### config.mk
export PLATFORM = sky130hd
export DESIGN_NAME = lamp_brightness_spi_command_slave_unit
export DESIGN_NICKNAME = d
export VERILOG_FILES = /design/src/rtl/lbsc_pkg.sv /design/src/rtl/lamp_brightness_spi_command_slave_unit.sv /design/src/rtl/lbsc_serial.sv /design/src/rtl/lbsc_lamp.sv
export SDC_FILE = /design/constraint.sdc
export NUM_CORES = 1
export LEC_CHECK = 0
export ABC_CLOCK_PERIOD_IN_PS = 4800
export BUFFER_PORTS_ARGS = -buffer_cell sky130_fd_sc_hd__clkbuf_2
export CELL_PAD_IN_SITES_DETAIL_PLACEMENT = 0
export CELL_PAD_IN_SITES_GLOBAL_PLACEMENT = 1
export CORE_ASPECT_RATIO = 1.75
export CORE_MARGIN = 8
export CORE_UTILIZATION = 47
export DETAILED_ROUTE_END_ITERATION = 7
export GPL_ROUTABILITY_DRIVEN = 0
export GPL_TIMING_DRIVEN = 1
export PLACE_DENSITY = 0.78
export SETUP_SLACK_MARGIN = 0.5
export SYNTH_ARGS = -nofsm -noshare
export SYNTH_HDL_FRONTEND = slang
export SYNTH_SLANG_ARGS = --single-unit
### constraint.sdc
create_clock -name aclk -period 4.8 [get_ports aclk]
set_clock_uncertainty 0.1 [all_clocks]
set_input_delay 0.24 -clock aclk [delete_from_list [all_inputs] [get_ports aclk]]
set_output_delay 0.24 -clock aclk [all_outputs]
set_load 0.1 [all_outputs]
### src/rtl/lbsc_pkg.sv
// Shared constants, types and the CRC-8 byte update for the lamp brightness command slave.
`timescale 1ns / 1ps

package lbsc_pkg;

    // Command bytes and CRC polynomial (Dallas CRC-8, reflected)
    localparam logic [7:0]  CMD_SET    = 8'h63;
    localparam logic [7:0]  CMD_READ   = 8'h6C;
    localparam logic [7:0]  CRC_POLY   = 8'h8C;

    // Reset values
    localparam logic [7:0]  RESET_LEVEL   = 8'd100;
    localparam logic [15:0] RESET_TIMEOUT = 16'd900;
    localparam logic [7:0]  RESET_HOLD    = 8'd20;
    localparam logic [9:0]  RESET_TPS     = 10'd1000;

    // Bits in one serial byte
    localparam logic [3:0]  BYTE_BITS = 4'd8;

    // Configuration port
    localparam int          CFG_IDX_W  = 2;
    localparam int          CFG_DATA_W = 16;
    localparam logic [CFG_IDX_W-1:0] CFG_TIMEOUT = 2'd0;
    localparam logic [CFG_IDX_W-1:0] CFG_HOLD    = 2'd1;
    localparam logic [CFG_IDX_W-1:0] CFG_TPS     = 2'd2;

    // Command phase of the serial slave
    typedef enum logic [2:0] {
        PH_IDLE      = 3'd0,
        PH_SET_LEVEL = 3'd1,
        PH_SET_DFLT  = 3'd2,
        PH_SET_CRC   = 3'd3,
        PH_RD_LEVEL  = 3'd4,
        PH_RD_DFLT   = 3'd5,
        PH_RD_CRC    = 3'd6
    } phase_t;

    // Sampled pins of one tick
    typedef struct packed {
        logic lamp_off;
        logic select;
        logic clock;
        logic data;
    } pins_t;

    // Accepted set command, handed from the serial slave to the lamp control
    typedef struct packed {
        logic       apply;
        logic [7:0] level;
        logic [7:0] dflt;
    } set_cmd_t;

    // One byte through the reflected CRC-8
    function automatic logic [7:0] crc8_step(input logic [7:0] crc, input logic [7:0] data);
        logic [7:0] c;
        c = crc ^ data;
        for (int i = 0; i < 8; i++) begin
            if (c[0]) begin
                c = (c >> 1) ^ CRC_POLY;
            end else begin
                c = c >> 1;
            end
        end
        return c;
    endfunction

endpackage

### src/rtl/lamp_brightness_spi_command_slave_unit.sv
// Top level of the lamp brightness controller with serial command slave.
//
//   channel | direction | beat contents
//   s_      | in        | lamp_off_pin, select_pin, clock_pin, data_pin (one 1 ms tick)
//   m_      | out       | drive_level, miso_level, brightness_updated, default_changed,
//           |           | current_brightness, default_brightness
//   cfg_    | in        | cfg_we, cfg_index, cfg_wdata (write only)
//
// One beat per clock sustained while m_ready holds; a tick is taken into the input register
// and shows on m_ when the state update loads the result register.
// The tick's whole update, including up to two CRC-8 byte steps, is one combinational pass.
// Reset is synchronous: levels return to 100, counters and the command phase clear.
// A stall on m_ holds the result register; s_ready drops once the input register is also full.
`timescale 1ns / 1ps

module lamp_brightness_spi_command_slave_unit
    import lbsc_pkg::*;
(
    input  logic                  aclk,
    input  logic                  aresetn,
    input  logic                  cfg_we,
    input  logic [CFG_IDX_W-1:0]  cfg_index,
    input  logic [CFG_DATA_W-1:0] cfg_wdata,
    input  logic                  s_valid,
    output logic                  s_ready,
    input  logic                  s_lamp_off_pin,
    input  logic                  s_select_pin,
    input  logic                  s_clock_pin,
    input  logic                  s_data_pin,
    output logic                  m_valid,
    input  logic                  m_ready,
    output logic [7:0]            m_drive_level,
    output logic                  m_miso_level,
    output logic                  m_brightness_updated,
    output logic                  m_default_changed,
    output logic [7:0]            m_current_brightness,
    output logic [7:0]            m_default_brightness
);

    logic       in_vld_reg;
    pins_t      pins_reg;
    logic       out_vld_reg;
    logic       advance;

    set_cmd_t   set_cmd;
    logic [7:0] cur_mid, dflt_level;
    logic [7:0] drive_next, cur_next, dflt_next;
    logic       dflt_changed, miso_next;

    logic [7:0] drive_out_reg, cur_out_reg, dflt_out_reg;
    logic       miso_out_reg, upd_out_reg, chg_out_reg;

    // Process the held tick when the result register is free
    assign advance = in_vld_reg && (!out_vld_reg || m_ready);
    assign s_ready = !in_vld_reg || advance;

    // Input register
    always_ff @(posedge aclk) begin
        if (!aresetn) begin
            in_vld_reg <= 1'b0;
        end else if (s_ready) begin
            in_vld_reg <= s_valid;
        end
    end

    always_ff @(posedge aclk) begin
        if (s_valid && s_ready) begin
            pins_reg <= '{lamp_off: s_lamp_off_pin, select: s_select_pin,
                          clock: s_clock_pin, data: s_data_pin};
        end
    end

    lbsc_serial u_serial (
        .aclk       (aclk),
        .aresetn    (aresetn),
        .advance    (advance),
        .pins       (pins_reg),
        .cur_level  (cur_mid),
        .dflt_level (dflt_level),
        .miso_next  (miso_next),
        .set_cmd    (set_cmd)
    );

    lbsc_lamp u_lamp (
        .aclk         (aclk),
        .aresetn      (aresetn),
        .cfg_we       (cfg_we),
        .cfg_index    (cfg_index),
        .cfg_wdata    (cfg_wdata),
        .advance      (advance),
        .lamp_off     (pins_reg.lamp_off),
        .set_cmd      (set_cmd),
        .cur_mid      (cur_mid),
        .dflt_level   (dflt_level),
        .drive_next   (drive_next),
        .cur_next     (cur_next),
        .dflt_next    (dflt_next),
        .dflt_changed (dflt_changed)
    );

    // Result register
    always_ff @(posedge aclk) begin
        if (!aresetn) begin
            out_vld_reg <= 1'b0;
        end else if (advance) begin
            out_vld_reg <= 1'b1;
        end else if (m_ready) begin
            out_vld_reg <= 1'b0;
        end
    end

    always_ff @(posedge aclk) begin
        if (advance) begin
            drive_out_reg <= drive_next;
            miso_out_reg  <= miso_next;
            upd_out_reg   <= set_cmd.apply;
            chg_out_reg   <= dflt_changed;
            cur_out_reg   <= cur_next;
            dflt_out_reg  <= dflt_next;
        end
    end

    assign m_valid              = out_vld_reg;
    assign m_drive_level        = drive_out_reg;
    assign m_miso_level         = miso_out_reg;
    assign m_brightness_updated = upd_out_reg;
    assign m_default_changed    = chg_out_reg;
    assign m_current_brightness = cur_out_reg;
    assign m_default_brightness = dflt_out_reg;

endmodule

### src/rtl/lbsc_serial.sv
// Bit-banged serial command slave: byte shifter, command phase machine and CRC check.
`timescale 1ns / 1ps

module lbsc_serial
    import lbsc_pkg::*;
(
    input  logic       aclk,
    input  logic       aresetn,
    input  logic       advance,
    input  pins_t      pins,
    input  logic [7:0] cur_level,
    input  logic [7:0] dflt_level,
    output logic       miso_next,
    output set_cmd_t   set_cmd
);

    logic       select_active_reg, select_active_next;
    logic       clock_seen_reg, clock_seen_next;
    logic [3:0] bits_left_reg, bits_left_next;
    logic [7:0] shift_reg, shift_next;
    phase_t     phase_reg, phase_next;
    logic [7:0] crc_reg, crc_next;
    logic [7:0] pend_level_reg, pend_level_next;
    logic [7:0] pend_dflt_reg, pend_dflt_next;
    logic       miso_reg;

    // Advance the slave by one tick
    always_comb begin
        logic [3:0] bits_dec;
        logic [7:0] rx_byte;
        logic [7:0] crc_tmp;
        select_active_next = select_active_reg;
        clock_seen_next    = clock_seen_reg;
        bits_left_next     = bits_left_reg;
        shift_next         = shift_reg;
        phase_next         = phase_reg;
        crc_next           = crc_reg;
        pend_level_next    = pend_level_reg;
        pend_dflt_next     = pend_dflt_reg;
        miso_next          = miso_reg;
        set_cmd            = '0;
        bits_dec           = 4'd0;
        rx_byte            = 8'd0;
        crc_tmp            = 8'd0;

        if (pins.select) begin
            // Deselect drops the command
            select_active_next = 1'b0;
            phase_next         = PH_IDLE;
        end else begin
            // Restart byte framing on a fresh select
            if (!select_active_reg) begin
                select_active_next = 1'b1;
                bits_left_next     = BYTE_BITS;
                shift_next         = 8'd0;
            end
            if (pins.clock) begin
                clock_seen_next = 1'b1;
            end else begin
                if (clock_seen_reg) begin
                    // Falling edge: drive out LSB, shift in inverted data
                    miso_next  = shift_next[0];
                    shift_next = {~pins.data, shift_next[7:1]};
                    bits_dec   = bits_left_next - 4'd1;
                    bits_left_next = bits_dec;
                    if (bits_dec == 4'd0) begin
                        bits_left_next = BYTE_BITS;
                        rx_byte        = shift_next;
                        unique case (phase_reg)
                            PH_IDLE: begin
                                crc_tmp  = crc8_step(8'd0, rx_byte);
                                crc_next = crc_tmp;
                                if (rx_byte == CMD_SET) begin
                                    phase_next = PH_SET_LEVEL;
                                end else if (rx_byte == CMD_READ) begin
                                    shift_next = cur_level;
                                    crc_next   = crc8_step(crc_tmp, cur_level);
                                    phase_next = PH_RD_LEVEL;
                                end
                            end
                            PH_SET_LEVEL: begin
                                pend_level_next = rx_byte;
                                crc_next        = crc8_step(crc_reg, rx_byte);
                                phase_next      = PH_SET_DFLT;
                            end
                            PH_SET_DFLT: begin
                                pend_dflt_next = rx_byte;
                                crc_next       = crc8_step(crc_reg, rx_byte);
                                phase_next     = PH_SET_CRC;
                            end
                            PH_SET_CRC: begin
                                crc_tmp  = crc8_step(crc_reg, rx_byte);
                                crc_next = crc_tmp;
                                if (crc_tmp == 8'd0) begin
                                    set_cmd.apply = 1'b1;
                                    set_cmd.level = pend_level_reg;
                                    set_cmd.dflt  = pend_dflt_reg;
                                end
                                phase_next = PH_IDLE;
                            end
                            PH_RD_LEVEL: begin
                                shift_next = dflt_level;
                                crc_next   = crc8_step(crc_reg, dflt_level);
                                phase_next = PH_RD_DFLT;
                            end
                            PH_RD_DFLT: begin
                                shift_next = crc_reg;
                                phase_next = PH_RD_CRC;
                            end
                            default: begin
                                phase_next = PH_IDLE;
                            end
                        endcase
                    end
                end
                clock_seen_next = 1'b0;
            end
        end
    end

    // Hold state between accepted beats
    always_ff @(posedge aclk) begin
        if (!aresetn) begin
            select_active_reg <= 1'b0;
            clock_seen_reg    <= 1'b0;
            bits_left_reg     <= 4'd0;
            shift_reg         <= 8'd0;
            phase_reg         <= PH_IDLE;
            crc_reg           <= 8'd0;
            pend_level_reg    <= 8'd0;
            pend_dflt_reg     <= 8'd0;
            miso_reg          <= 1'b0;
        end else if (advance) begin
            select_active_reg <= select_active_next;
            clock_seen_reg    <= clock_seen_next;
            bits_left_reg     <= bits_left_next;
            shift_reg         <= shift_next;
            phase_reg         <= phase_next;
            crc_reg           <= crc_next;
            pend_level_reg    <= pend_level_next;
            pend_dflt_reg     <= pend_dflt_next;
            miso_reg          <= miso_next;
        end
    end

endmodule

### src/rtl/lbsc_lamp.sv
// Lamp drive with hold-off, brightness levels, timeout counters and configuration registers.
`timescale 1ns / 1ps

module lbsc_lamp
    import lbsc_pkg::*;
(
    input  logic                  aclk,
    input  logic                  aresetn,
    input  logic                  cfg_we,
    input  logic [CFG_IDX_W-1:0]  cfg_index,
    input  logic [CFG_DATA_W-1:0] cfg_wdata,
    input  logic                  advance,
    input  logic                  lamp_off,
    input  set_cmd_t              set_cmd,
    output logic [7:0]            cur_mid,
    output logic [7:0]            dflt_level,
    output logic [7:0]            drive_next,
    output logic [7:0]            cur_next,
    output logic [7:0]            dflt_next,
    output logic                  dflt_changed
);

    logic [15:0] timeout_reg;
    logic [7:0]  hold_cfg_reg;
    logic [9:0]  tps_reg;

    logic [7:0]  cur_reg, dflt_reg, hold_reg, hold_next, drive_reg;
    logic [9:0]  tick_reg, tick_next;
    logic [15:0] sec_reg, sec_next;

    logic [10:0] tick_sum;
    logic [16:0] sec_sum;
    logic        tick_roll, sec_roll;

    // Configuration writes
    always_ff @(posedge aclk) begin
        if (!aresetn) begin
            timeout_reg  <= RESET_TIMEOUT;
            hold_cfg_reg <= RESET_HOLD;
            tps_reg      <= RESET_TPS;
        end else if (cfg_we) begin
            if (cfg_index == CFG_TIMEOUT) begin
                timeout_reg <= cfg_wdata;
            end else if (cfg_index == CFG_HOLD) begin
                hold_cfg_reg <= cfg_wdata[7:0];
            end else if (cfg_index == CFG_TPS) begin
                tps_reg <= cfg_wdata[9:0];
            end
        end
    end

    // Drive level follows the current level, held off after the request drops
    always_comb begin
        drive_next = drive_reg;
        hold_next  = hold_reg;
        if (lamp_off) begin
            if (hold_reg != 8'd0) begin
                hold_next = hold_reg - 8'd1;
            end else begin
                drive_next = 8'd0;
            end
        end else begin
            drive_next = cur_reg;
            hold_next  = hold_cfg_reg;
        end
    end

    // Tick and second counters; roll over at or past the limit
    assign tick_sum  = {1'b0, tick_reg} + 11'd1;
    assign tick_roll = (tick_sum >= {1'b0, tps_reg});
    assign sec_sum   = {1'b0, sec_reg} + 17'd1;
    assign sec_roll  = tick_roll && (sec_sum >= {1'b0, timeout_reg});
    assign tick_next = tick_roll ? 10'd0 : tick_sum[9:0];

    always_comb begin
        if (set_cmd.apply || sec_roll) begin
            sec_next = 16'd0;
        end else if (tick_roll) begin
            sec_next = sec_sum[15:0];
        end else begin
            sec_next = sec_reg;
        end
    end

    // Levels: timeout falls back to default, then an accepted set overrides
    assign cur_mid      = sec_roll ? dflt_reg : cur_reg;
    assign cur_next     = set_cmd.apply ? set_cmd.level : cur_mid;
    assign dflt_changed = set_cmd.apply && (set_cmd.dflt != dflt_reg);
    assign dflt_next    = dflt_changed ? set_cmd.dflt : dflt_reg;
    assign dflt_level   = dflt_reg;

    always_ff @(posedge aclk) begin
        if (!aresetn) begin
            cur_reg   <= RESET_LEVEL;
            dflt_reg  <= RESET_LEVEL;
            hold_reg  <= 8'd0;
            drive_reg <= 8'd0;
            tick_reg  <= 10'd0;
            sec_reg   <= 16'd0;
        end else if (advance) begin
            cur_reg   <= cur_next;
            dflt_reg  <= dflt_next;
            hold_reg  <= hold_next;
            drive_reg <= drive_next;
            tick_reg  <= tick_next;
            sec_reg   <= sec_next;
        end
    end

endmodule

==> results.sh, run 1 <==
export IMPL_num_antenna_cells=0
export IMPL_fill_cells=1965
export IMPL_grt_max_degree=101
export IMPL_final_period_utilization_pct=89.0
export IMPL_fp_dieH_um=208
export IMPL_fin_cells=1500
export IMPL_arrival_ns=4.46
export IMPL_drv_cap=0
export IMPL_drt_iter0_markers=608
export IMPL_startpoint_type="flop"
export IMPL_max_slew_margin_pct=39.9
export IMPL_drive_above_1_share_pct=15.8
export IMPL_synth_distinct_cells=76
export IMPL_yosysWarningCount=0
export IMPL_dpl_hpwl_mm=20.5
export IMPL_port_buffers=55
export IMPL_dpl_cell_area_um2=10400
export IMPL_wl_mm=28.5
export IMPL_multiInputGateArea_um2=6110
export IMPL_synth_edf_count=31
export IMPL_synth_ff_type="dfxtp_1"
export IMPL_cts_sinks=167
export IMPL_clock_latency_ns=0.45
export IMPL_max_freq_mhz=234
export IMPL_die_w_um=126
export IMPL_std_cell_rows=70
export IMPL_clock_path_buffers=2
export IMPL_syn_area_um2=9940
export IMPL_fin_area_um2=11600
export IMPL_critPathKind="reg -> reg"
export IMPL_leakagePower_nw=4.57
export IMPL_grt_pass1_wl_mm=44.3
export IMPL_ios=56
export IMPL_min_period_ns=4.27
export IMPL_cpPeakStageDelay_ns=0.45
export IMPL_path_clk_slew_ns=0.07
export IMPL_routedWlPerCell_um=19.0
export IMPL_p_total_mw=3.21
export IMPL_syn_inst=1176
export IMPL_pwr_share_seq_pct=46.0
export IMPL_ys_ff_latch=167
export IMPL_synth_fp_nets=1235
export IMPL_setup_viol=0
export IMPL_fin_nets=1294
export IMPL_via_per_inst=5.56
export IMPL_peakVddDrop_mv=0.218
export IMPL_hold_viol_final=0
export IMPL_num_vias=8342
export IMPL_critPathCaptureType="flop"
export IMPL_grt_setup_unrepaired="true"
export IMPL_outcome="finished clean"
export IMPL_ctsRootBufferMaster="clkbuf_16"
export IMPL_min_path_type="in -> reg"
export IMPL_dpl_cell_count=1432
export IMPL_sw_frac_of_total_pct=28.1
export IMPL_grt_pass1_vias=8139
export IMPL_cts_htree_levels=4
export IMPL_cp_data_required_time_ns=4.99
export IMPL_finalSetupTns_ns=0
export IMPL_async_reset_ff_share_pct=0
export IMPL_route_detailed_drc=0
export IMPL_r2r_start="u_lamp.sec_reg[1]"
export IMPL_drt_pass1_iter_count=5
export IMPL_dieArea_um2=26200
export IMPL_p_sw_mw=0.903
export IMPL_crit_path_start="u_lamp.sec_reg[1]"
export IMPL_overflow=0
export IMPL_start_util_pct=47.7
export IMPL_antenna_left=0
export IMPL_cts_made_buffers=17
export IMPL_tightest_slew_ns=0.893
export IMPL_comb_power_share_pct=9.0
export IMPL_cp_slowest_cell="o41ai_4"
export IMPL_track_usage_pct=21.6
export IMPL_pwr_share_clk_pct=44.9
export IMPL_drv_slew=0
export IMPL_holdCritStartpoint="cfg_wdata[7]"
export IMPL_cts_tree="built"
export IMPL_powerDensity_nw_per_um2=277
export IMPL_crit_chain="ha_4 -> nand3_4 -> nor4_4 -> nand4_1 -> xnor2_2 -> ha_1 -> nand4_1 -> a21oi_2 -> a211oi_2 -> o41ai_4 -> buf_4 -> nand3_4 -> and3_4 -> nor2_2 -> xnor3_1 -> o211ai_1 -> a31oi_1"
export IMPL_hold_ws_ns=0.0203
export IMPL_syn_area_per_cell_um2=8.45
export IMPL_area_growth_pct=16.7
export IMPL_seqCellArea_um2=3670
export IMPL_antenna_found_initial=0
export IMPL_core_area_um2=20800
export IMPL_cp_max_fo=5
export IMPL_regToRegSetupSlack_ns=0.53
export IMPL_p_int_mw=2.31
export IMPL_yosysSeqAreaShare_pct=36.7
## timing repair
item	CTS	global route
pin swaps	6	30
resized for setup	11	42
hold buffers	19	0
setup buffers	2	15
gates cloned	0	0
setup endpoints to repair	9	10
hold endpoints to repair	27	0
## path summary, 6_finish.rpt
kind | to | cells after the start
setup reg to reg | u_serial.crc_reg[7] | 17
hold / removal | u_lamp.timeout_reg[7] | 3
setup / recovery | u_serial.crc_reg[7] | 17
hold reg to reg | u_lamp.drive_reg[1] | 2
## power by group through the flow
stage	Combinational [mW]	Sequential [mW]	Clock [mW]
2_1_floorplan	0.147	1.57	0
3_3_place_gp	0.277	1.51	0
3_5_place_dp	0.278	1.51	0
4_1_cts	0.291	1.48	1.47
5_1_grt	0.317	1.48	1.52
6_report	0.290	1.48	1.44
## final cells by class
| cell class | count | share of cell area [%] |
|---|---|---|
| multi-input combinational | 906 | 52.7 |
| sequential | 167 | 31.6 |
| clock buffer | 17 | 3.67 |
| clock inverter | 15 | 1.74 |
| tap | 252 | 2.72 |
| inverter | 32 | 1.04 |
| timing repair buffer | 111 | 6.54 |
## metal layers
layer	vias to the layer above	track usage [%]	part of all wire, %
li1	4172	-	-
met1	3966	22.0	39
met2	142	40.6	55
met3	62	3.76	2.6
met4	0	11.2	3.7
met5	-	0	0
## synthesized netlist by cell type, types with 3 or more instances
cell	n	area (µm²)
a211oi_1	6	45.0
a21boi_0	47	353
a21boi_1	10	75.1
a21o_1	9	67.6
a21oi_1	53	265
a221o_1	3	30.0
a31oi_1	9	56.3
a41oi_1	3	26.3
and2_1	30	188
and3_1	12	75.1
buf_1	5	18.8
buf_2	9	45.0
clkbuf_1	52	195
clkbuf_2	3	15.0
dfxtp_1	136	2720
edfxtp_1	31	931
ha_1	32	400
inv_1	31	116
mux2_2	6	67.6
mux2i_1	34	340
nand2_1	194	728
nand2b_1	11	68.8
nand3_1	28	140
nand3b_1	10	75.1
nand4_1	9	56.3
nor2_1	89	334
nor2b_1	28	175
nor3_1	20	100
nor3b_1	9	67.6
nor4_1	3	18.8
o211a_1	3	30.0
o211ai_1	16	120
o21a_1	4	30.0
o21ai_0	68	340
o21ai_1	5	25.0
o21bai_1	4	30.0
o221a_2	4	45.0
o221ai_1	3	26.3
or2_2	3	18.8
or3_1	4	25.0
xnor2_1	57	499
xnor3_1	6	135
xor2_1	34	298
## placed cells by master (no fill, tap or decap), types with 31 or more instances in the layout
cell	instances
a21boi_0	47
a21oi_1	50
buf_4	37
clkbuf_2	54
dfxtp_1	132
edfxtp_1	31
inv_1	31
mux2i_1	32
nand2_1	194
nor2_1	86
o21ai_0	67
xnor2_1	55
xor2_1	33
## through the flow
stage               setup WS [ns]  util [%]
finish                      0.529      55.6
global route                0.352      55.6
CTS                         0.488      54.1
detailed placement          0.224      49.9
global placement            0.339      49.9
floorplan                   0.550         -
## worst max-delay path, delay by kind of cell (launching register included)
kind                       cells  cell delay (ns)
buffers and inverters          1             0.23
adders and majority gates      2             0.50
AOI/OAI and AO/OA              5             0.98
DFF                            1             0.37
xor gates and xnor gates       2             0.64
and+or+nand+nor                7             1.31
## logic make-up after synthesis
kind of cell | synth area share [%]
mux | 4.33
flops | 36.7
xor+xnor | 10.6
buf+inv | 4.19
simple gates | 22.3
compound gates | 17.8
fa+ha+maj | 4.03
Note: power is estimated with default switching activity, not from simulation.
==> inputs of run 2 (changes only) <==
Settings changed: ABC_CLOCK_PERIOD_IN_PS 4800 to 4500, HOLD_SLACK_MARGIN set to 0.12.
Clock period 4.8 ns to 4.5 ns, I/O delays scaled along.
==> results.sh, run 2 (synthesis gave the netlist of run 1 again) <==
export IMPL_outcome="finished clean"
export IMPL_arrival_ns=4.37
export IMPL_cts_htree_levels=4
export IMPL_cp_slowest_cell="dfxtp_4"
export IMPL_dpl_hpwl_mm=20.2
export IMPL_grt_setup_unrepaired="true"
export IMPL_dpl_cell_area_um2=10500
export IMPL_crit_chain="ha_4 -> nand3_4 -> nor4_4 -> nand4_1 -> xnor2_2 -> ha_4 -> a21o_1 -> a21o_1 -> a221oi_4 -> o41ai_4 -> buf_6 -> nand2_8 -> buf_12 -> mux2i_1 -> buf_4 -> xnor2_4 -> xnor3_1 -> a211oi_2 -> nor2_1"
export IMPL_powerDensity_nw_per_um2=287
export IMPL_std_cell_rows=70
export IMPL_drt_iter0_markers=514
export IMPL_r2r_end="u_serial.crc_reg[5]"
export IMPL_grt_max_degree=90
export IMPL_ctsRootBufferMaster="clkbuf_16"
export IMPL_dieArea_um2=26200
export IMPL_min_path_type="in -> reg"
export IMPL_antenna_left=0
export IMPL_finalSetupTns_ns=0
export IMPL_num_antenna_cells=0
export IMPL_drt_pass1_iter_count=4
export IMPL_mostFrequentLayoutCell="nand2_1"
export IMPL_ios=56
export IMPL_routedWlPerCell_um=18.4
export IMPL_fill_cells=1924
export IMPL_start_util_pct=47.7
export IMPL_tightest_slew_ns=1.17
export IMPL_r2r_start="u_lamp.sec_reg[0]"
export IMPL_holdCritStartpoint="cfg_we"
export IMPL_startpoint_type="flop"
export IMPL_regToRegSetupSlack_ns=0.35
export IMPL_num_vias=8319
export IMPL_drv_cap=0
export IMPL_max_freq_mhz=241
export IMPL_hold_depth=4
export IMPL_grt_pass1_wl_mm=44.0
export IMPL_min_period_ns=4.15
export IMPL_leakagePower_nw=4.60
export IMPL_critPathCaptureType="flop"
export IMPL_peakVddDrop_mv=0.202
export IMPL_setup_viol=0
export IMPL_drive_above_1_share_pct=17.3
export IMPL_hold_ws_ns=0.183
export IMPL_most_common_layout_cells="nand2_1, dfxtp_1, nor2_1"
export IMPL_wl_mm=27.7
export IMPL_fp_dieH_um=208
export IMPL_cts_sinks=167
export IMPL_die_w_um=126
export IMPL_critPathKind="reg -> reg"
export IMPL_cts_tree="built"
export IMPL_antenna_found_initial=0
export IMPL_setup_slack_ns=0.351
export IMPL_grt_pass1_vias=8287
export IMPL_cpPeakStageDelay_ns=0.37
export IMPL_route_detailed_drc=0
export IMPL_fin_nets=1304
export IMPL_dp_worst_setup_slack_ns=0.0309
export IMPL_max_slew_margin_pct=21.9
export IMPL_cp_max_fo=5
export IMPL_cp_data_required_time_ns=4.72
export IMPL_fin_area_um2=11700
export IMPL_track_usage_pct=21.2
export IMPL_hold_viol_final=0
export IMPL_dpl_cell_count=1436
export IMPL_path_clk_slew_ns=0.07
export IMPL_cts_made_buffers=17
export IMPL_clock_path_buffers=2
export IMPL_drv_slew=0
export IMPL_port_buffers=55
export IMPL_min_to="u_lamp.tps_reg[2]"
export IMPL_via_per_inst=5.51
export IMPL_area_growth_pct=18.1
export IMPL_r2r_cells=19
export IMPL_fin_cells=1510
export IMPL_overflow=0
export IMPL_clock_latency_ns=0.43
export IMPL_core_area_um2=20800
export IMPL_final_period_utilization_pct=92.2
run 2: how the worst max path moves through the flow:
stage | start | end | cells after the start
2_1_floorplan | u_lamp.sec_reg[2] | u_serial.crc_reg[2] | 17
3_3_place_gp | u_lamp.sec_reg[0] | u_serial.crc_reg[7] | 16
3_5_place_dp | u_lamp.sec_reg[0] | u_serial.crc_reg[7] | 16
4_1_cts | u_lamp.sec_reg[0] | u_serial.crc_reg[2] | 16
5_1_grt | u_lamp.sec_reg[0] | u_serial.crc_reg[5] | 19
6_report | u_lamp.sec_reg[0] | u_serial.crc_reg[5] | 19
run 2: layer usage:
layer  track usage [%]  wire length [µm]
met2              40.5             15200
met4              12.4              1400
met3              3.02               734
met5                 0                 0
met1              21.2             10400
run 2: critical path, delay by kind of cell, from the launching register on:
| kind | cells | cell delay [ns] |
|---|---|---|
| compound gates | 5 | 0.94 |
| xor+xnor | 3 | 0.78 |
| fa+ha+maj | 2 | 0.42 |
| buf+inv | 3 | 0.45 |
| flops | 1 | 0.37 |
| mux | 1 | 0.17 |
| simple gates | 5 | 0.78 |
run 2: what timing repair did:
action	CTS	global route
gates resized for setup	41	35
hold endpoints to repair	40	0
setup buffers	11	8
setup endpoints to repair	12	14
hold buffers	23	0
pin swaps	22	17
run 2: where the power goes:
group	internal (mW)	switching [mW]
clock	0.788	0.684
combinational	0.103	0.211
sequential	1.56	0.0230
total	2.45	0.918
run 2: layout make-up:
cell class              count  area (µm²)  share of cell area (%)
multi-input cells         906        6180                    52.7
flip-flops and latches    167        3670                    31.3
repair buffers            121         866                    7.38
clock buffers              18         429                    3.66
well taps                 252         315                    2.69
clock inverters            14         156                    1.33
inverters                  32         120                    1.02
run 2: through the flow:
stage | utilization [%] | total power, mW
after CTS | 55.3 | 3.40
after global routing | 56.3 | 3.49
final | 56.3 | 3.37
after detailed placement | 50.2 | 1.91
after floorplan | - | 1.83
after global placement | 50.2 | 1.91
